[config.mk]
export PLATFORM = sky130hd
export DESIGN_NAME = quadrature_position_servo_core
export DESIGN_NICKNAME = d
export VERILOG_FILES = /design/src/sv/qps_pkg.sv /design/src/sv/qps_front.sv /design/src/sv/qps_fifo.sv /design/src/sv/qps_back.sv /design/src/sv/quadrature_position_servo_core.sv
export VERILOG_INCLUDE_DIRS = /design/src /design/src/sv
export SDC_FILE = /design/constraint.sdc
export NUM_CORES = 1
export LEC_CHECK = 0
export BUFFER_PORTS_ARGS = -buffer_cell sky130_fd_sc_hd__clkbuf_2
export CELL_PAD_IN_SITES_DETAIL_PLACEMENT = 1
export CELL_PAD_IN_SITES_GLOBAL_PLACEMENT = 1
export CORE_UTILIZATION = 40
export DETAILED_ROUTE_END_ITERATION = 10
export GPL_ROUTABILITY_DRIVEN = 0
export GPL_TIMING_DRIVEN = 0
export HOLD_SLACK_MARGIN = 0.02
export MAX_ROUTING_LAYER = met4
export PLACE_DENSITY = 0.67
export SYNTH_ARGS = -nofsm -noshare
export SYNTH_HDL_FRONTEND = slang
export SYNTH_HIERARCHICAL = 1
export SYNTH_SLANG_ARGS = --single-unit
[constraint.sdc]
create_clock -name clk -period 5.57 [get_ports clk]
set_input_delay 0 -clock clk [delete_from_list [all_inputs] [get_ports clk]]
set_output_delay 0 -clock clk [all_outputs]
set_load 0.05 [all_outputs]
[src/sv/quadrature_position_servo_core_macros.svh]
// assertion macros shared by the servo core modules
// no dependencies; included by the files that carry assertions
`ifndef QUADRATURE_POSITION_SERVO_CORE_MACROS_SVH
`define QUADRATURE_POSITION_SERVO_CORE_MACROS_SVH

// same-cycle implication, off during reset
`define QPS_ASSERT_NOW(label, clk, rst_n, ante, cons) \
    label: assert property (@(posedge clk) disable iff (!rst_n) (ante) |-> (cons)) \
        else $error("servo core check failed");

// next-cycle implication, off during reset
`define QPS_ASSERT_NEXT(label, clk, rst_n, ante, cons) \
    label: assert property (@(posedge clk) disable iff (!rst_n) (ante) |=> (cons)) \
        else $error("servo core check failed");

`endif

[src/sv/qps_pkg.sv]
// shared types, constants and the quadrature step table of the servo core
// no dependencies
package qps_pkg;

    localparam int POSITION_WIDTH_DEFAULT = 16;
    localparam int QUEUE_DEPTH            = 2;
    localparam int POS_OUT_W              = 16;
    localparam int CFG_DATA_W             = 9;
    localparam int CFG_INDEX_W            = 2;

    typedef enum logic [CFG_INDEX_W-1:0] {
        CFG_GAIN      = 2'd0,
        CFG_MIN_DRIVE = 2'd1,
        CFG_MAX_DRIVE = 2'd2
    } cfg_index_t;

    typedef struct packed {
        logic [3:0]        gain;
        logic signed [8:0] min_drive;
        logic [7:0]        max_drive;
    } cfg_t;

    localparam logic [3:0]        GAIN_RESET      = 4'd2;
    localparam logic signed [8:0] MIN_DRIVE_RESET = 9'sd10;
    localparam logic [7:0]        MAX_DRIVE_RESET = 8'd255;

    typedef struct packed {
        logic enc_a;
        logic enc_b;
        logic btn_up;
        logic btn_down;
    } sample_t;

    typedef struct packed {
        logic [7:0]                  duty_a;
        logic [7:0]                  duty_b;
        logic signed [POS_OUT_W-1:0] position_now;
    } result_t;

    typedef enum logic [1:0] {
        STEP_NONE = 2'd0,
        STEP_UP   = 2'd1,
        STEP_DOWN = 2'd2
    } step_t;

    // indexed by {new B, new A, old B, old A}
    localparam step_t STEP_TABLE [16] = '{
        STEP_NONE, STEP_UP,   STEP_DOWN, STEP_NONE,
        STEP_DOWN, STEP_NONE, STEP_NONE, STEP_UP,
        STEP_UP,   STEP_NONE, STEP_NONE, STEP_DOWN,
        STEP_NONE, STEP_DOWN, STEP_UP,   STEP_NONE
    };

endpackage

[src/sv/qps_front.sv]
// front end: takes samples, decodes encoder steps and button releases,
// keeps position and setpoint, forms the error; uses qps_pkg
module qps_front #(
    parameter int POSITION_WIDTH = qps_pkg::POSITION_WIDTH_DEFAULT
) (
    input  logic                                      clk,
    input  logic                                      rst_n,
    input  logic                                      push,
    input  qps_pkg::sample_t                          sample,
    input  logic                                      q_full,
    output logic                                      q_push,
    output logic [POSITION_WIDTH+qps_pkg::POS_OUT_W:0] q_data
);
    import qps_pkg::*;

    logic [POSITION_WIDTH-1:0] pos_reg, pos_next;
    logic [POSITION_WIDTH-1:0] setpoint_reg, setpoint_next;
    logic [1:0]                last_enc_reg, last_btn_reg;
    logic [1:0]                enc_now, btn_now, falls;
    step_t                     step;
    logic signed [POSITION_WIDTH:0] err;

    assign q_push  = push && !q_full;
    assign enc_now = {sample.enc_b, sample.enc_a};
    assign btn_now = {sample.btn_down, sample.btn_up};
    assign step    = STEP_TABLE[{enc_now, last_enc_reg}];
    assign falls   = last_btn_reg & ~btn_now;

    always_comb
    begin
        unique case (step)
            STEP_UP:   pos_next = pos_reg + 1'b1;
            STEP_DOWN: pos_next = pos_reg - 1'b1;
            default:   pos_next = pos_reg;
        endcase
    end

    // both released together leaves the setpoint alone
    always_comb
    begin
        unique case (falls)
            2'b01:   setpoint_next = setpoint_reg + 1'b1;
            2'b10:   setpoint_next = setpoint_reg - 1'b1;
            default: setpoint_next = setpoint_reg;
        endcase
    end

    assign err = $signed({pos_next[POSITION_WIDTH-1], pos_next})
               - $signed({setpoint_next[POSITION_WIDTH-1], setpoint_next});

    assign q_data = {err, POS_OUT_W'(pos_next)};

    always_ff @(posedge clk or negedge rst_n)
    begin
        if (!rst_n)
        begin
            pos_reg      <= '0;
            setpoint_reg <= '0;
            last_enc_reg <= '0;
            last_btn_reg <= '0;
        end
        else if (q_push)
        begin
            pos_reg      <= pos_next;
            setpoint_reg <= setpoint_next;
            last_enc_reg <= enc_now;
            last_btn_reg <= btn_now;
        end
    end

endmodule

[src/sv/qps_fifo.sv]
// short request queue between front and back end
// uses qps_pkg for the depth default and the assertion macros header
`include "quadrature_position_servo_core_macros.svh"
module qps_fifo #(
    parameter int WIDTH = 8,
    parameter int DEPTH = qps_pkg::QUEUE_DEPTH
) (
    input  logic             clk,
    input  logic             rst_n,
    input  logic             push,
    input  logic [WIDTH-1:0] wr_data,
    output logic             full,
    input  logic             pop,
    output logic             empty,
    output logic [WIDTH-1:0] rd_data
);
    import qps_pkg::*;

    localparam int PTR_W = (DEPTH > 1) ? $clog2(DEPTH) : 1;
    localparam int CNT_W = $clog2(DEPTH + 1);

    logic [WIDTH-1:0] mem [DEPTH];
    logic [PTR_W-1:0] wr_ptr_reg, rd_ptr_reg, wr_ptr_next, rd_ptr_next;
    logic [CNT_W-1:0] count_reg, count_next;
    logic             push_acc, pop_acc;

    assign full     = (count_reg == CNT_W'(DEPTH));
    assign empty    = (count_reg == '0);
    assign push_acc = push && !full;
    assign pop_acc  = pop && !empty;
    assign rd_data  = mem[rd_ptr_reg];

    assign wr_ptr_next = (wr_ptr_reg == PTR_W'(DEPTH - 1)) ? '0 : wr_ptr_reg + 1'b1;
    assign rd_ptr_next = (rd_ptr_reg == PTR_W'(DEPTH - 1)) ? '0 : rd_ptr_reg + 1'b1;

    always_comb
    begin
        unique case ({push_acc, pop_acc})
            2'b10:   count_next = count_reg + 1'b1;
            2'b01:   count_next = count_reg - 1'b1;
            default: count_next = count_reg;
        endcase
    end

    always_ff @(posedge clk)
    begin
        if (push_acc)
            mem[wr_ptr_reg] <= wr_data;
    end

    always_ff @(posedge clk or negedge rst_n)
    begin
        if (!rst_n)
        begin
            wr_ptr_reg <= '0;
            rd_ptr_reg <= '0;
            count_reg  <= '0;
        end
        else
        begin
            if (push_acc)
                wr_ptr_reg <= wr_ptr_next;
            if (pop_acc)
                rd_ptr_reg <= rd_ptr_next;
            count_reg <= count_next;
        end
    end

    `QPS_ASSERT_NEXT(a_count_up, clk, rst_n, push_acc && !pop_acc, count_reg == $past(count_reg) + 1'b1)
    `QPS_ASSERT_NEXT(a_count_down, clk, rst_n, pop_acc && !push_acc, count_reg == $past(count_reg) - 1'b1)
    `QPS_ASSERT_NEXT(a_lone_entry, clk, rst_n, push_acc && empty, rd_data == $past(wr_data))

endmodule

[src/sv/qps_back.sv]
// back end: scales the error by the gain, clamps and splits the drive
// into the two duty values; uses qps_pkg and the assertion macros header
`include "quadrature_position_servo_core_macros.svh"
module qps_back #(
    parameter int POSITION_WIDTH = qps_pkg::POSITION_WIDTH_DEFAULT
) (
    input  logic                                      clk,
    input  logic                                      rst_n,
    input  qps_pkg::cfg_t                             cfg,
    input  logic                                      q_empty,
    input  logic [POSITION_WIDTH+qps_pkg::POS_OUT_W:0] q_data,
    output logic                                      q_pop,
    output logic                                      empty,
    input  logic                                      pop,
    output qps_pkg::result_t                          result
);
    import qps_pkg::*;

    localparam int ERR_W  = POSITION_WIDTH + 1;
    localparam int PROD_W = ERR_W + 5;

    logic signed [ERR_W-1:0]  err;
    logic signed [PROD_W-1:0] prod_next, prod_reg;
    logic [POS_OUT_W-1:0]     pos_s1_reg;
    logic                     s1_valid_reg, s2_valid_reg;
    logic                     s1_ready, s2_ready;
    logic signed [PROD_W-1:0] hi_ext, lo_ext;
    logic signed [8:0]        drive;
    result_t                  result_next, result_reg;

    assign s2_ready = !s2_valid_reg || pop;
    assign s1_ready = !s1_valid_reg || s2_ready;
    assign q_pop    = !q_empty && s1_ready;

    assign err       = $signed(q_data[POS_OUT_W +: ERR_W]);
    assign prod_next = err * $signed({1'b0, cfg.gain});

    assign hi_ext = $signed({{(PROD_W-8){1'b0}}, cfg.max_drive});
    assign lo_ext = $signed({{(PROD_W-9){cfg.min_drive[8]}}, cfg.min_drive});

    // upper clamp wins when the limits cross
    always_comb
    begin
        priority if (prod_reg > hi_ext)
            drive = $signed({1'b0, cfg.max_drive});
        else if (prod_reg < lo_ext)
            drive = cfg.min_drive;
        else
            drive = prod_reg[8:0];
    end

    always_comb
    begin
        result_next.position_now = pos_s1_reg;
        result_next.duty_a       = '0;
        result_next.duty_b       = '0;
        priority if (drive > 9'sd0)
            result_next.duty_b = drive[7:0];
        else if (drive == -9'sd256)
            result_next.duty_a = 8'd255;
        else
            result_next.duty_a = 8'(-drive);
    end

    always_ff @(posedge clk)
    begin
        if (q_pop)
        begin
            prod_reg   <= prod_next;
            pos_s1_reg <= q_data[POS_OUT_W-1:0];
        end
        if (s1_valid_reg && s2_ready)
            result_reg <= result_next;
    end

    always_ff @(posedge clk or negedge rst_n)
    begin
        if (!rst_n)
        begin
            s1_valid_reg <= 1'b0;
            s2_valid_reg <= 1'b0;
        end
        else
        begin
            if (s1_ready)
                s1_valid_reg <= q_pop;
            if (s2_ready)
                s2_valid_reg <= s1_valid_reg;
        end
    end

    assign empty  = !s2_valid_reg;
    assign result = result_reg;

    `QPS_ASSERT_NOW(a_one_side, clk, rst_n, s2_valid_reg, result_reg.duty_a == 8'd0 || result_reg.duty_b == 8'd0)
    `QPS_ASSERT_NEXT(a_s1_hold, clk, rst_n, s1_valid_reg && !s2_ready, s1_valid_reg && $stable(prod_reg))
    `QPS_ASSERT_NEXT(a_s1_load, clk, rst_n, q_pop, s1_valid_reg)

endmodule

[src/sv/quadrature_position_servo_core.sv]
// path: an accepted sample passes the two-entry request queue, then the
// two-stage back end (gain multiply into the product register, then clamp
// into the result register); one sample per cycle while the receiver pops
// reset: asynchronous active low; position, setpoint and line history clear
// to zero, gain 2, min drive 10, max drive 255, all queues empty
module quadrature_position_servo_core #(
    parameter int POSITION_WIDTH = qps_pkg::POSITION_WIDTH_DEFAULT
) (
    input  logic                            clk,
    input  logic                            rst_n,
    input  logic                            push,
    output logic                            full,
    input  qps_pkg::sample_t                sample,
    output logic                            empty,
    input  logic                            pop,
    output qps_pkg::result_t                result,
    input  logic                            cfg_we,
    input  logic [qps_pkg::CFG_INDEX_W-1:0] cfg_index,
    input  logic [qps_pkg::CFG_DATA_W-1:0]  cfg_data
);
    import qps_pkg::*;

    localparam int Q_W = POSITION_WIDTH + 1 + POS_OUT_W;

    cfg_t           cfg_reg;
    logic           q_push, q_full, q_pop, q_empty;
    logic [Q_W-1:0] q_wr_data, q_rd_data;

    always_ff @(posedge clk or negedge rst_n)
    begin
        if (!rst_n)
        begin
            cfg_reg.gain      <= GAIN_RESET;
            cfg_reg.min_drive <= MIN_DRIVE_RESET;
            cfg_reg.max_drive <= MAX_DRIVE_RESET;
        end
        else if (cfg_we)
        begin
            unique case (cfg_index)
                CFG_GAIN:      cfg_reg.gain      <= cfg_data[3:0];
                CFG_MIN_DRIVE: cfg_reg.min_drive <= $signed(cfg_data[8:0]);
                CFG_MAX_DRIVE: cfg_reg.max_drive <= cfg_data[7:0];
                default:       ;
            endcase
        end
    end

    assign full = q_full;

    qps_front #(
        .POSITION_WIDTH(POSITION_WIDTH)
    ) u_front (
        .clk    (clk),
        .rst_n  (rst_n),
        .push   (push),
        .sample (sample),
        .q_full (q_full),
        .q_push (q_push),
        .q_data (q_wr_data)
    );

    qps_fifo #(
        .WIDTH(Q_W),
        .DEPTH(QUEUE_DEPTH)
    ) u_queue (
        .clk     (clk),
        .rst_n   (rst_n),
        .push    (q_push),
        .wr_data (q_wr_data),
        .full    (q_full),
        .pop     (q_pop),
        .empty   (q_empty),
        .rd_data (q_rd_data)
    );

    qps_back #(
        .POSITION_WIDTH(POSITION_WIDTH)
    ) u_back (
        .clk     (clk),
        .rst_n   (rst_n),
        .cfg     (cfg_reg),
        .q_empty (q_empty),
        .q_data  (q_rd_data),
        .q_pop   (q_pop),
        .empty   (empty),
        .pop     (pop),
        .result  (result)
    );

endmodule

* Word-level counts from Yosys, hierarchy flattened
Memory sizes are Yosys's and may differ from the RTL's. Index checks and enable logic that the tools add are counted.
Storage, ports and cells: bits in registers 133, memories kept 2, bits in read-only memories 32, memory bits (writable) 66, output and inout port bits 34, input bits 20
Cells by class: order comparisons 4, equality and inequality tests 10, $mul 1, multiplexer cells 12, reductions and logical operators 17, bitwise gates (word level) 3, add/subtract/negate cells 10
Memories:
- u_queue.mem | depth 2, width 33, read ports 1, clocked after Yosys merged registers in 0, wr ports 1, line qps_fifo.sv:22 | logic [WIDTH-1:0] mem [DEPTH];
- (name not given) | depth 16, width 2, read ports 1, clocked after Yosys merged registers in 0, wr ports 0, line qps_front.sv:26 | assign step = STEP_TABLE[{enc_now, last_enc_reg}];
Operators by type and width (number):
- one-hot mux 16 bit (2 select lines) | 2
- adder 16 x 1 -> 16 bit (second input constant) | 2
- subtractor 16 x 1 -> 16 bit (second input constant) | 2
- greater-than comparator 22 x 9 -> 1 bit | 1
- < comparator 22 x 9 -> 1 bit | 1
- multiplier 17 x 5 -> 22 bit | 1
- two-way mux 9 bit | 2
- subtractor 16 x 16 -> 17 bit | 1
- == test 2 bit (second input constant) | 5
- == test 9 bit (second input constant) | 1
- greater-than comparator 9 x 1 -> 1 bit (second input constant) | 1
- == test 2 x 1 -> 1 bit (second input constant) | 4
- two-way mux 8 bit | 1
- negator 8 bit | 1
- AND reduction 2 bit | 3
- greater-or-equal comparator 5 bit (second input constant) | 1
- logical AND 1 bit | 5
- inverter 4 -> 5 bit | 1
- logical NOT 1 bit | 4
- logical NOT 2 bit | 2
- two-way mux 1 bit | 4
- two-way mux 2 bit | 2
- one-hot mux 2 bit (2 select lines) | 1
- adder 1 bit (second input constant) | 2
- 6 further kinds | 7

* Logic depth before layout (Yosys ltp)
Gate-level depths: netlist (run 1).
depth after elaboration 7, gate-level depth with buffers 25, mapped depth without buffers 22

* Cells and area by module
Netlist (run 1), hierarchy kept.
By module, submodules not included:
- qps_back | cells each 569, sequential area each 2152.1 µm², area an instance 5915.7 µm², instances 1
- qps_front | cells each 550, sequential area each 900.9 µm², area an instance 4209.0 µm², instances 1
- qps_fifo | cells each 121, sequential area each 2082.0 µm², area an instance 2730.1 µm², instances 1
- quadrature_position_servo_core | cells each 45, sequential area each 539.3 µm², area an instance 810.8 µm², instances 1

* Least setup slack after synthesis (run 1)
OpenSTA, ideal clock, no wires.
path type register -> register, start point register u_queue.rd_ptr_reg, end point register u_back.prod_reg[18] (data pin), period minus slack after synthesis 4.838 ns, data required time 5.311 ns, arrival 4.579 ns, stages on the path, launching flop included 21, path slack 0.732 ns, library setup time 0.259 ns, path through dfrtp_1 -> buf_6 -> buf_12 -> mux2_4 -> and2_1 -> ha_1 -> inv_1 -> fa_1 -> fa_1 -> inv_1 -> ha_1 -> nor2b_1 -> o21ai_0 -> a21oi_1 -> o41ai_1 -> o211ai_1 -> a31oi_1 -> nor2b_1 -> o21ai_0 -> nor2b_1 -> xnor2_1
On the way: cells in the longest elaborated chain, start to end 2
Ends and longest elaborated chain:
- from (decl) | line qps_fifo.sv:23 | logic [PTR_W-1:0] wr_ptr_reg, rd_ptr_reg, wr_ptr_next, rd_ptr_next;
- from (signal assigned) | line qps_fifo.sv:64 | rd_ptr_reg <= rd_ptr_next;
- memory read (2 x 33 bit)
- named net q_rd_data[18] | line quadrature_position_servo_core.sv:27 | logic [Q_W-1:0] q_wr_data, q_rd_data;
- multiplier 17 x 5 -> 22 bit | line qps_back.sv:36 | assign prod_next = err * $signed({1'b0, cfg.gain});
- named net u_back.prod_next[18] | line qps_back.sv:23 | logic signed [PROD_W-1:0] prod_next, prod_reg;
- to (signal assigned) | line qps_back.sv:69 | prod_reg <= prod_next;
- to (decl) | line qps_back.sv:23
The timed path passes the listed nets, and every way through them passes these cells. A chain may end at the register's enable or synchronous reset.

* Worst setup path after layout (run 1)
start point register u_front.last_enc_reg[0], end point memory u_queue/mem[1][31] (netlist name) (data pin)
On the way: cells in the longest elaborated chain, start to end 7
Ends and longest elaborated chain:
- from (decl) | line qps_front.sv:18 | logic [1:0] last_enc_reg, last_btn_reg;
- from (signal assigned) | line qps_front.sv:66 | last_enc_reg <= enc_now;
- inverter 4 -> 5 bit (not written as such) * | line qps_front.sv:26
- memory read (16 x 2 bit) *
- two-way mux 2 bit (not written as such) * (2 in series) | line qps_front.sv:26
- == test 2 bit / == test 2 x 1 -> 1 bit (equally long branches) | line qps_front.sv:31 | unique case (step)
- one-hot mux 16 bit (2 select lines) * | line qps_front.sv:31
- named net q_wr_data[4] | line quadrature_position_servo_core.sv:27
- subtractor 16 x 16 -> 17 bit * | line qps_front.sv:49 | - $signed({setpoint_next[POSITION_WIDTH-1], setpoint_next});
- named net q_wr_data[31] | line quadrature_position_servo_core.sv:27
- to (decl) | line qps_fifo.sv:22
Mark *: on every way through the listed nets, which the timed path passes. The rest lies on a longest branch. The select of a mux whose other input is x is not followed.

==> results.txt, run 1 <==
The flow ran to the end, and the final reports show no timing, DRC or antenna violations. Counting I/O delays and the setup requirement, the final critical path takes 5230 ps. Final worst setup slack: 336 ps. The clock-pin slew of the registers on the worst-case setup and hold paths was 80 ps. The detailed-route DRC error count was 0. The logs give 40.8% for the effective utilization at floorplan and 0 for the setup-violating endpoint count in the final report. Summed over all nets, the half-perimeter wirelength after detailed placement is 24800 microns.

The run gives 33500 sq um as the area inside the core boundary. The number of buffers created by CTS is 17. For the count of yosys warnings during synthesis, the log shows 6. TritonCTS built the clock tree. Entering global routing, the biggest net connects 55 pins. With fillers left out, the area of the finished cells amounts to 15500 sq um. In the routed layout, each cell is associated on average with a via count of 5.28.

In this run the horizontal extent of the chip is 187 microns. The routed wire length came out at 32200 microns. Once detail routing completed, the nets flagged for antenna violations numbered 0. The area fraction of the dominant cell type after synthesis is 29.9%.

Global routing used 19.8% of the available tracks. The classification of the worst setup path is register to register. Setup repair after global routing left no endpoint under its margin. The floorplan step defined a die boundary enclosing 34900 sq um.

After synthesis, the cell types taking the most area are edfxtp_1 30%, dfrtp_1 9.5%, ha_1 9.5%, fa_1 5.4%, xnor2_1 3.3%. Across all layers, the routed design uses 9708 vias. The tools report the launch point of the worst path as u_front/last_enc_reg[0]. The first global-routing pass estimated 53500 microns of wire. The run gives 10400 as the number of global-route vias before repair. The placed instances occupy a cell area of 14600 sq um.

The sequential cell area fraction in the yosys report came out at 41.5%. The biggest fanout along the worst timing path is 10, and the port buffer count is 53. Compared with the post-synthesis result, the final layout area differs by 13.3%. At the worst endpoint, the arrival time is 5420 ps.

The routed length per instance is 17.5 microns, and the initial antenna violation count is 0. Count of cell types in the netlist: 85. At the end of the flow the core is filled with cells to 46.2%.

The tools report the relative slew slack as 39.9%. The biggest area contributor in the post-synthesis netlist is edfxtp_1. The cell count after synthesis came out at 1285. Startpoint type of the worst setup path: a register. The run gives 0 as the max-cap violation count.

Post-synthesis instance area: 13700 sq um. The register with the most flip-flops in the layout has 66 of them. For this block, the initial DRC count from the detailed router was 417. The number of enable-type register cells in the synthesized netlist was 136. When the netlist entered floorplanning its net count stood at 1446.

The run gives 199 as the clock sink count. At the end of the flow, the number of nets in the layout was 1540. Worst-skew pair later-pin latency: 440 ps. 0 antenna diodes ended up in the layout. Period utilization: 94.0%. The vertical die dimension is 187 microns, and the post-placement worst setup slack is -3.97 ps. After synthesis, the share of flip-flops with an asynchronous set or reset is 31.7%. The final hold violation count came out at 0.

At the pin with the least slew margin, the transition time is 896 ps. The run gives 5760 ps as the critical path required time. For this design the top-level I/O count stands at 54. The number of optimization iterations in the first detailed-route pass is 5. The initialized floorplan defines 67 standard-cell rows. The tools report the count of final max-slew check failures as 0. The number of synthesized register bits works out to 199.

By count the netlist is led by 136 x edfxtp_1, 119 x inv_1, 104 x ha_1, 104 x nand2_1, 81 x nor2_1. The path class of the tightest hold or removal check is input port to async pin. Timing would allow up to 0.191 GHz. In this run the critical register-to-register path is launched from u_front/last_enc_reg[0]. Summed over all layers, the global routing overflow is 0. The share of final-layout standard cells stronger than drive strength 1 is 15.9%. The worst setup path is captured at a register. Clock skew on the completed layout was measured at 13.3 ps. For this run, the leading register cell type out of synthesis is edfxtp_1. No sink is reached through more buffers than the 2 on the longest clock path. A synthesized cell averages 10.6 sq um. Among all cell types in the netlist, the one instantiated most often is edfxtp_1.

The cell sitting at the root of the clock tree is a clkbuf_16. CTS built an H-tree with a depth of 4.
per-layer routing:
metal	routed length [microns]	GRT usage (%)
met1	13900	22.8
met2	17100	35.9
met3	710	2.55
met4	537	5.39
met5	0	-
stage by stage:
| stage | std cells | TNS [ps] | hold WS, ps |
|---|---|---|---|
| 3_3_place_gp | 1786 | 0 | 205 |
| 6_report | 1840 | 0 | 132 |
| 4_1_cts | 1839 | 0 | 108 |
| 2_1_floorplan | 1285 | 0 | -296 |
| 5_1_grt | 1840 | 0 | 128 |
| 3_5_place_dp | 1789 | -7.90 | -117 |
critical path, stage by stage, from the launching register on:
cell and delay [ps]:
dfrtp_1 400, xor2_1 180, nor2_1 170, ha_2 260, buf_6 150, buf_2 220, buf_6 190, xor2_1 80
ha_1 210, and3b_1 230, o21ai_2 180, nand2_1 130, xnor2_1 210, nand2b_1 170, xnor2_4 250, ha_1 310
o21ai_0 180, a31oi_1 60, o21a_1 200, o21a_1 220, o221ai_2 160, a31oi_1 170, o21ai_1 240, a21oi_1 100
o311a_1 320
cell usage in the layout, fill, tap and decap left out, drive strengths merged, types with 8 or more instances in the layout:
cell	instances
o21a	15
dlygate4sd3	18
xor2	32
and2	61
clkbuf	89
or3	10
o211ai	9
mux2	58
a21o	10
nand3	23
dfstp	11
nor2	81
xnor2	52
a31oi	13
nor2b	19
nand4	8
a211oi	15
nand2	104
o21ai	60
or2	8
nand2b	16
dfrtp	52
buf	26
fa	37
nor3	24
ha	104
inv	126
and3	11
a21oi	54
edfxtp	136
area by class of cell:
| cell class | instances | area [sq um] |
|---|---|---|
| multi-input cells | 926 | 7380 |
| inverters | 120 | 450 |
| well taps | 448 | 561 |
| plain buffers | 40 | 255 |
| fillers | 3721 | 18100 |
| clock buffers | 18 | 439 |
| clock inverters | 14 | 195 |
| flip-flops and latches | 199 | 5670 |
| repair buffers | 75 | 523 |
timing repair:
| item | in CTS | in global routing |
|---|---|---|
| setup endpoints to repair | 2 | 15 |
| setup buffers | 0 | 1 |
| resized for setup | 1 | 13 |
| endpoints found under the hold margin | 90 | 0 |
| hold buffers | 18 | 0 |
| pin swaps | 0 | 3 |
logic make-up after synthesis:
family                   Yosys count  share of synthesized area, %
AND/OR/NAND/NOR                  394                          14.8
flip-flops                       199                          41.5
multiplexers                      65                          6.14
AO/OA/AOI/OAI                    242                          12.1
XOR/XNOR                          84                          5.38
adder cells (fa/ha/maj)          141                          14.9
buffers and inverters            160                          5.11
worst paths after layout:
check	endpoint	slack, ps	cells after the start
min in group clk	cfg_reg[20]	130	3
max in group asynchronous	cfg_reg[13]	4730	3
setup / recovery	u_queue/mem[1][31]	340	24
hold reg to reg	u_back/result[1]	420	0
setup reg to reg	u_queue/mem[1][31]	340	24
hold / removal	cfg_reg[4]	130	2
Power of run 1 is left out: the tool's default activity adds up to more than one toggle a clock period on the data nets, which glitch-free logic cannot reach.
==> run 2: changes to the inputs <==
ABC_AREA = 1   (was default)
PLACE_DENSITY = 0.71   (was 0.67)
==> run 2 against run 1 <==
Net effect:
- utilization fell by 0.15 points
- non-clock buffer count rose by 7
- largest cell class unchanged
- critical endpoint is now u_back/prod_reg[19]
- clock skew up 6.0 ps
- die area rose by 3.2%
==> results.txt, run 2 <==
For this run, the slowest stage of the critical path takes 550 ps. After global routing the overflow that remains totals 0. The logs give 22.3% for the global-route usage over all layers and 1890 for the net count after synthesis. Post-CTS repair changed the size of 0 cells. For this run, the number of Yosys warnings is 6. The layout overhead on the synthesized area came out at 12.9%. In the final routed layout, each cell accounts on average for 16.1 microns. 0 antenna diodes ended up in the layout.

The multi-input combinational cell area was 7150 sq um; the fraction of registers with async set or reset after synthesis was 31.7%. The number of flip-flops under the largest register name was 66. The H-tree generated during clock tree synthesis spans 4 levels.

The critical path is of the register to register type. In this run the tool buffered the top-level ports with 52 buffer cells. The cell area after layout is 15900 sq um, and the effective utilization at floorplan is 40.8%.

Setup repair after global routing left no endpoint under its margin. The pre-antenna-repair detailed-routing pass consisted of 4 iterations. The critical path goes through clkbuf_1 > clkbuf_1 > nand2_1 > inv_1 > ha_1 > inv_1 > fa_1 > fa_1 > inv_1 > ha_1 > nand3_1 > nand2_1 > a21oi_1 > o21ai_0 > inv_1 > o21ai_0 > nand3_1 > nand2_1 > a21oi_1 > xor2_1. Summed over its instances, the top area cell type makes up 28.9% of the synthesized netlist area. The largest individual stage delay along the critical path comes from the cell fa_1. The worst setup path is captured at a register. The net count of the finished layout is 1992. Along the worst path, the maximum fanout reaches 10. Gate count after technology mapping: 1729. STA classifies the critical path startpoint as a register. The tree is rooted in a clkbuf_16. The run gives 0.205 GHz as the upper clock frequency limit. The count of final max-slew check failures is 0. Buffers inserted during clock tree synthesis total 17.

The routed wire length is 37000 microns. Yosys attributes the largest share of cell area to edfxtp_1 29%, nand2_1 15%, dfrtp_1 9.2%, ha_1 9.2%, inv_1 7.2%. The sequential standard cell area was 5670 sq um; the HPWL reported at the end of detailed placement was 29000 microns. The run gives 5060 ps as the arrival time of data at the critical path endpoint.

Final critical path time including I/O delays and setup: 4870 ps. Across the run, the number of max-cap violations was 0. Counting instances in the post-synthesis netlist gives the leading cell types as 559 x nand2_1, 270 x inv_1, 136 x edfxtp_1.

The detail route stage leaves a number of antenna-violating nets equal to 0. The share of the Yosys chip area taken by registers is 40.2%. The floorplan step defined a die boundary enclosing 36000 sq um.

Number of vias per cell: 4.97. In this run, the number of DRC markers left after iteration 0 of detailed routing was 489. Entering global routing, the biggest net connects 55 pins. On the final layout, the worst clock skew is 19.3 ps. In this run the core area contains 68 standard-cell rows. The largest total area in the synthesized netlist belongs to edfxtp_1.

The critical path required time came out at 5760 ps. The synthesized design contains 199 register bits. The actual transition at the worst max-transition pin is 1340 ps.

The run gives 11400 as the via total after detailed routing. The most frequently used cell type in the post-synthesis netlist is nand2_1. For this design, the sink count on the clock tree is 199.

The chip width is 190 microns, and the detailed-route DRC error count is 0. The setup check on the worst reg-to-reg path leaves a slack of 700 ps. The logs give 48 for the count of cell types in the netlist and 61600 microns for the global-route wire length before repair. The run finished with clean final reports.

The setup-violating endpoint count in the final report came out at 0. TritonCTS built the clock tree. In this run the cell area of the synthesized design comes to 14100 sq um. The flip-flop cell with the highest count after synthesis is edfxtp_1.

Of the cells placed in the final design, the portion with a size suffix greater than 1 is 11.8%. The min-delay analysis places its worst path in the category input port to register. The setup total negative slack is 0 ps. In the finished design, the share of the clock period the worst path needs comes to 87.4%.

For the instance area after placement, the log shows 15000 sq um. The initial antenna violation count was 0. The clock passes through at most 2 buffers. The average instance in the mapped netlist occupies 8.16 sq um. The relative slew slack is 10.5%. Leaving out fill and tap cells, the most frequent cell in the layout is nand2_1. For the number of global-route vias before repair, the log shows 12300.

The clock-pin slew of the registers on the worst-case setup and hold paths came out at 90 ps. Leaving out fill and tap cells, the most frequent cells in the layout are 559 x nand2_1, 269 x inv_1, 136 x edfxtp_1, 104 x ha_1, 93 x nand3_1. The vertical die dimension is 190 microns, and the number of enable-type register cells in the synthesized netlist is 136.

Among the stages of the critical path, the cell type that occurs most often is inv_1. During I/O placement, the number of pins put on the boundary was 54. The final hold violation count is 0, and the number of inserted filler cells in the final layout is 4232. The worst-skew pair later-pin latency is 460 ps.

The total area inside the core boundary comes to 34600 sq um.
==> run 2: cell types whose count changed in the layout (fill, tap and decap cells not counted), sizes merged, moves of 17 or more <==
| cell | delta |
|---|---|
| nand2 | +492 |
| inv | +166 |
| nand3 | +84 |
| and2 | -60 |
| mux2 | -58 |
| xnor2 | -37 |
| nand4 | +21 |
| nor3 | -20 |
| nor2b | -19 |
| nor2 | +17 |
==> run 2: what timing repair did <==
action,4_1_cts,5_1_grt
buffers inserted,0,0
endpoints found under the hold margin,87,0
hold buffers,28,0
==> run 2: cell families after synthesis <==
logic type      Yosys count  share of synthesized area, %
simple gates            852                          26.5
buf+inv                 323                          9.27
flops                   199                          40.2
compound gates          160                          6.17
fa+ha+maj               141                          14.5
xor+xnor                 53                          3.29
mux                       1                        0.0709
==> run 2: layout make-up <==
type	count	area share, %
flip-flops and latches	199	35.6
inverters	284	6.71
multi-input cells	1207	44.9
clock buffers	17	2.67
repair buffers	83	3.88
plain buffers	39	1.51
clock inverters	15	1.18
well taps	455	3.57
==> run 2: critical path: cells and delay by family (launching register included) <==
kind / cells / cell delay [ps]
buffers and inverters: 6 / 1080
flip-flops: 1 / 350
AO/OA/AOI/OAI: 4 / 850
AND/OR/NAND/NOR: 5 / 610
XOR/XNOR: 1 / 150
adder cells (fa/ha/maj): 4 / 1550
==> run 2: layer usage <==
layer	track usage, %	share of wire (%)
met5	-	0
met4	6.61	2.2
met3	2.79	2.0
met2	40.6	53
met1	25.5	43
==> run 2: final timing paths <==
kind / from / end / cells past startpoint
worst min-delay path: push / u_front/pos_reg[4] / 5
worst min register to register: u_back/pos_s1_reg[4] / u_back/result[4] / 0
min in group asynchronous: rst_n / u_front/setpoint_reg[12] / 3
max in group asynchronous: rst_n / u_front/setpoint_reg[1] / 3
worst max register to register: cfg_reg[19] / u_back/prod_reg[19] / 20
worst max-delay path: cfg_reg[19] / u_back/prod_reg[19] / 20
==> run 2: metrics by stage <==
| stage | std cells | utilization, % | setup WS, ps | hold WS [ps] |
|---|---|---|---|---|
| after global placement | 2236 | 43.1 | 736 | 220 |
| after floorplan | 1729 | - | 1390 | -296 |
| after detailed placement | 2239 | 43.4 | 648 | -107 |
| after global routing | 2299 | 46.0 | 221 | 96.2 |
| after CTS | 2299 | 46.0 | 633 | 47.4 |
| final | 2299 | 46.0 | 701 | 62.0 |
Power of run 2 is left out for the same reason.
==> run 3: changes to the inputs <==
RECOVER_POWER = 100   (was default)
==> run 3 against run 2 <==
Net effect:
- the run now ends with max-capacitance violations, max-slew violations left
- critical path depth is 4 higher
- worst setup slack got worse by 62 ps
- sequential cell count stayed put
- global-route usage did not move
- register-to-register slack got worse by 60 ps
- sequential share of layout area up 0.55 points
- critical path type unchanged
==> results.txt, run 3 (same netlist as run 2, synthesis figures left out) <==
Along the worst path, the maximum fanout reaches 10. For the number of global-route vias before repair, the log shows 12300. The tools report the area inside the core boundary as 34600 sq um.

The logs give 37100 microns for the routed wire length and 4 for the total number of H-tree levels. The top cell types in the final layout, fill and taps aside, are 569 x nand2_1, 272 x inv_1, 136 x edfxtp_1, 104 x ha_1, 99 x nand3_1. Using the TritonRoute via totals, the vias-per-cell ratio works out to 4.96. The path class of the tightest hold or removal check is input port to register. Port buffer count: 52. The number of optimization iterations in the first detailed-route pass was 5. For this run, design rule violations remaining after detail routing come to 0. The count of final max-slew check failures was 146; the buffer depth of the longest clock path was 2. The number of flip-flops under the largest register name came out at 66. The HPWL reported at the end of detailed placement is 29000 microns, and the routed length per instance is 16.1 microns. The tools report the number of buffers created by CTS as 17. The initial antenna violation count was 0; the chip width was 190 microns. The buffer cell driving the clock tree root was clkbuf_16. 54 I/O pins were placed. The logs give 55 for the largest net degree at the start of global routing and 36000 sq um for the area of the die.

Setup repair after global routing left no endpoint under its margin. Cells with a size suffix above 1 make up 7.81% of the layout. By startpoint and endpoint, the worst setup path is classified as register to register. At the worst endpoint, the required time is 5760 ps. Static timing analysis puts the maximum clock frequency at 0.203 GHz. The tools report the net total in the final layout as 1992. In this run, post-CTS repair resized a total of 0 instances. For the post-route clock skew, the log shows 20.5 ps. Summing all non-filler instances in the final layout gives an area of 15700 sq um. Final hold violation count: 0. The first global-routing pass estimated 61600 microns of wire. Setup violations remaining at the end of the flow were counted as 0. The worst setup path is launched from a register.

The worst-skew pair later-pin latency was 460 ps; the final critical path time including I/O delays and setup was 4930 ps. The clock-pin slew of the registers on the worst-case setup and hold paths works out to 80 ps. The clock net in this run drives a total of 199 sinks. The number of antenna-violating nets in the routed design was 0; the instance area after placement was 15000 sq um. Leaving out fill and tap cells, the most frequent cell in the layout is nand2_1. The tool flagged a number of max-cap violations equal to 4.

Data arrives at the worst endpoint at 5120 ps. The area growth from synthesis to layout is 11.2%. In this run the core area contains 68 standard-cell rows. Total inserted antenna cells: 0.

The hold path depth came out at 5. The flow ran to the end, but the final reports show violations. The period utilization works out to 88.5%.

The number of cells on the worst reg-to-reg path is 24. After global routing the overflow that remains totals 0. After the first detailed-routing iteration, the DRC count stood at 454. For the pin with the worst max-slew slack, the measured transition is 3270 ps.

The worst setup path is captured at a register. For this configuration, the core starts out at a cell density of 40.8%. The tools report the setup total negative slack as 0 ps. The final reports fail on max-capacitance violations, max-slew violations. Global routing used 22.3% of the available tracks. The die is 190 microns tall. The via total after detailed routing was 11400. TritonCTS built the clock tree. The tools report the relative slew slack as -118%.
## run 3: area by class of cell
class	instances	area, sq um
multi-input combinational	1207	7040
inverter	284	1070
clock buffer	17	425
sequential	199	5670
clock inverter	15	188
timing repair buffer	83	509
tap	455	569
buffer	39	215
fill	4265	18900
## run 3: per-stage QoR
| stage | std cells | utilization (%) | setup WS (ps) | hold WS, ps |
|---|---|---|---|---|
| 6_report | 2299 | 45.3 | 639 | 66.8 |
| 5_1_grt | 2299 | 45.3 | 221 | 110 |
| 4_1_cts | 2299 | 46.0 | 633 | 47.4 |
| 3_5_place_dp | 2239 | 43.4 | 648 | -107 |
| 3_3_place_gp | 2236 | 43.1 | 736 | 220 |
| 2_1_floorplan | 1729 | - | 1390 | -296 |
## run 3: path summary, 6_finish.rpt
| kind | from | endpoint | slack, ps |
|---|---|---|---|
| setup / recovery | u_queue/rd_ptr_reg | u_back/prod_reg[19] | 640 |
| min in group asynchronous | rst_n | u_front/setpoint_reg[11] | 600 |
| hold reg to reg | u_back/pos_s1_reg[8] | u_back/result[8] | 430 |
| hold / removal | push | u_front/pos_reg[4] | 70 |
| setup reg to reg | u_queue/rd_ptr_reg | u_back/prod_reg[19] | 640 |
| max in group asynchronous | rst_n | cfg_reg[14] | 2390 |
## run 3: critical path, stage by stage (launching register included)
cell and delay (ps):
dfrtp_1 340, clkbuf_1 330, inv_4 110, buf_6 170
nand2_1 60, nand2_1 120, nand2_1 100, inv_1 50
ha_1 310, fa_1 540, inv_1 60, fa_1 530
inv_1 40, ha_1 370, a21o_1 170, nand3_1 70
nand2_1 60, a21oi_1 50, o21ai_0 280, inv_1 70
o21ai_0 370, nand3_1 120, nand2_1 120, a21oi_1 90
xor2_1 150
## run 3: repair_timing
action / 4_1_cts / 5_1_grt
hold endpoints to repair: 87 / 0
buffers inserted: 0 / 0
hold buffers: 28 / 0
## run 3: metal layers
metal	vias up	GRT usage, %	routed length (microns)
met5	-	-	0
li1	5714	-	-
met3	38	2.79	755
met2	120	40.6	19600
met4	0	6.61	786
met1	5531	25.5	16000
Power of run 3 is left out for the same reason.
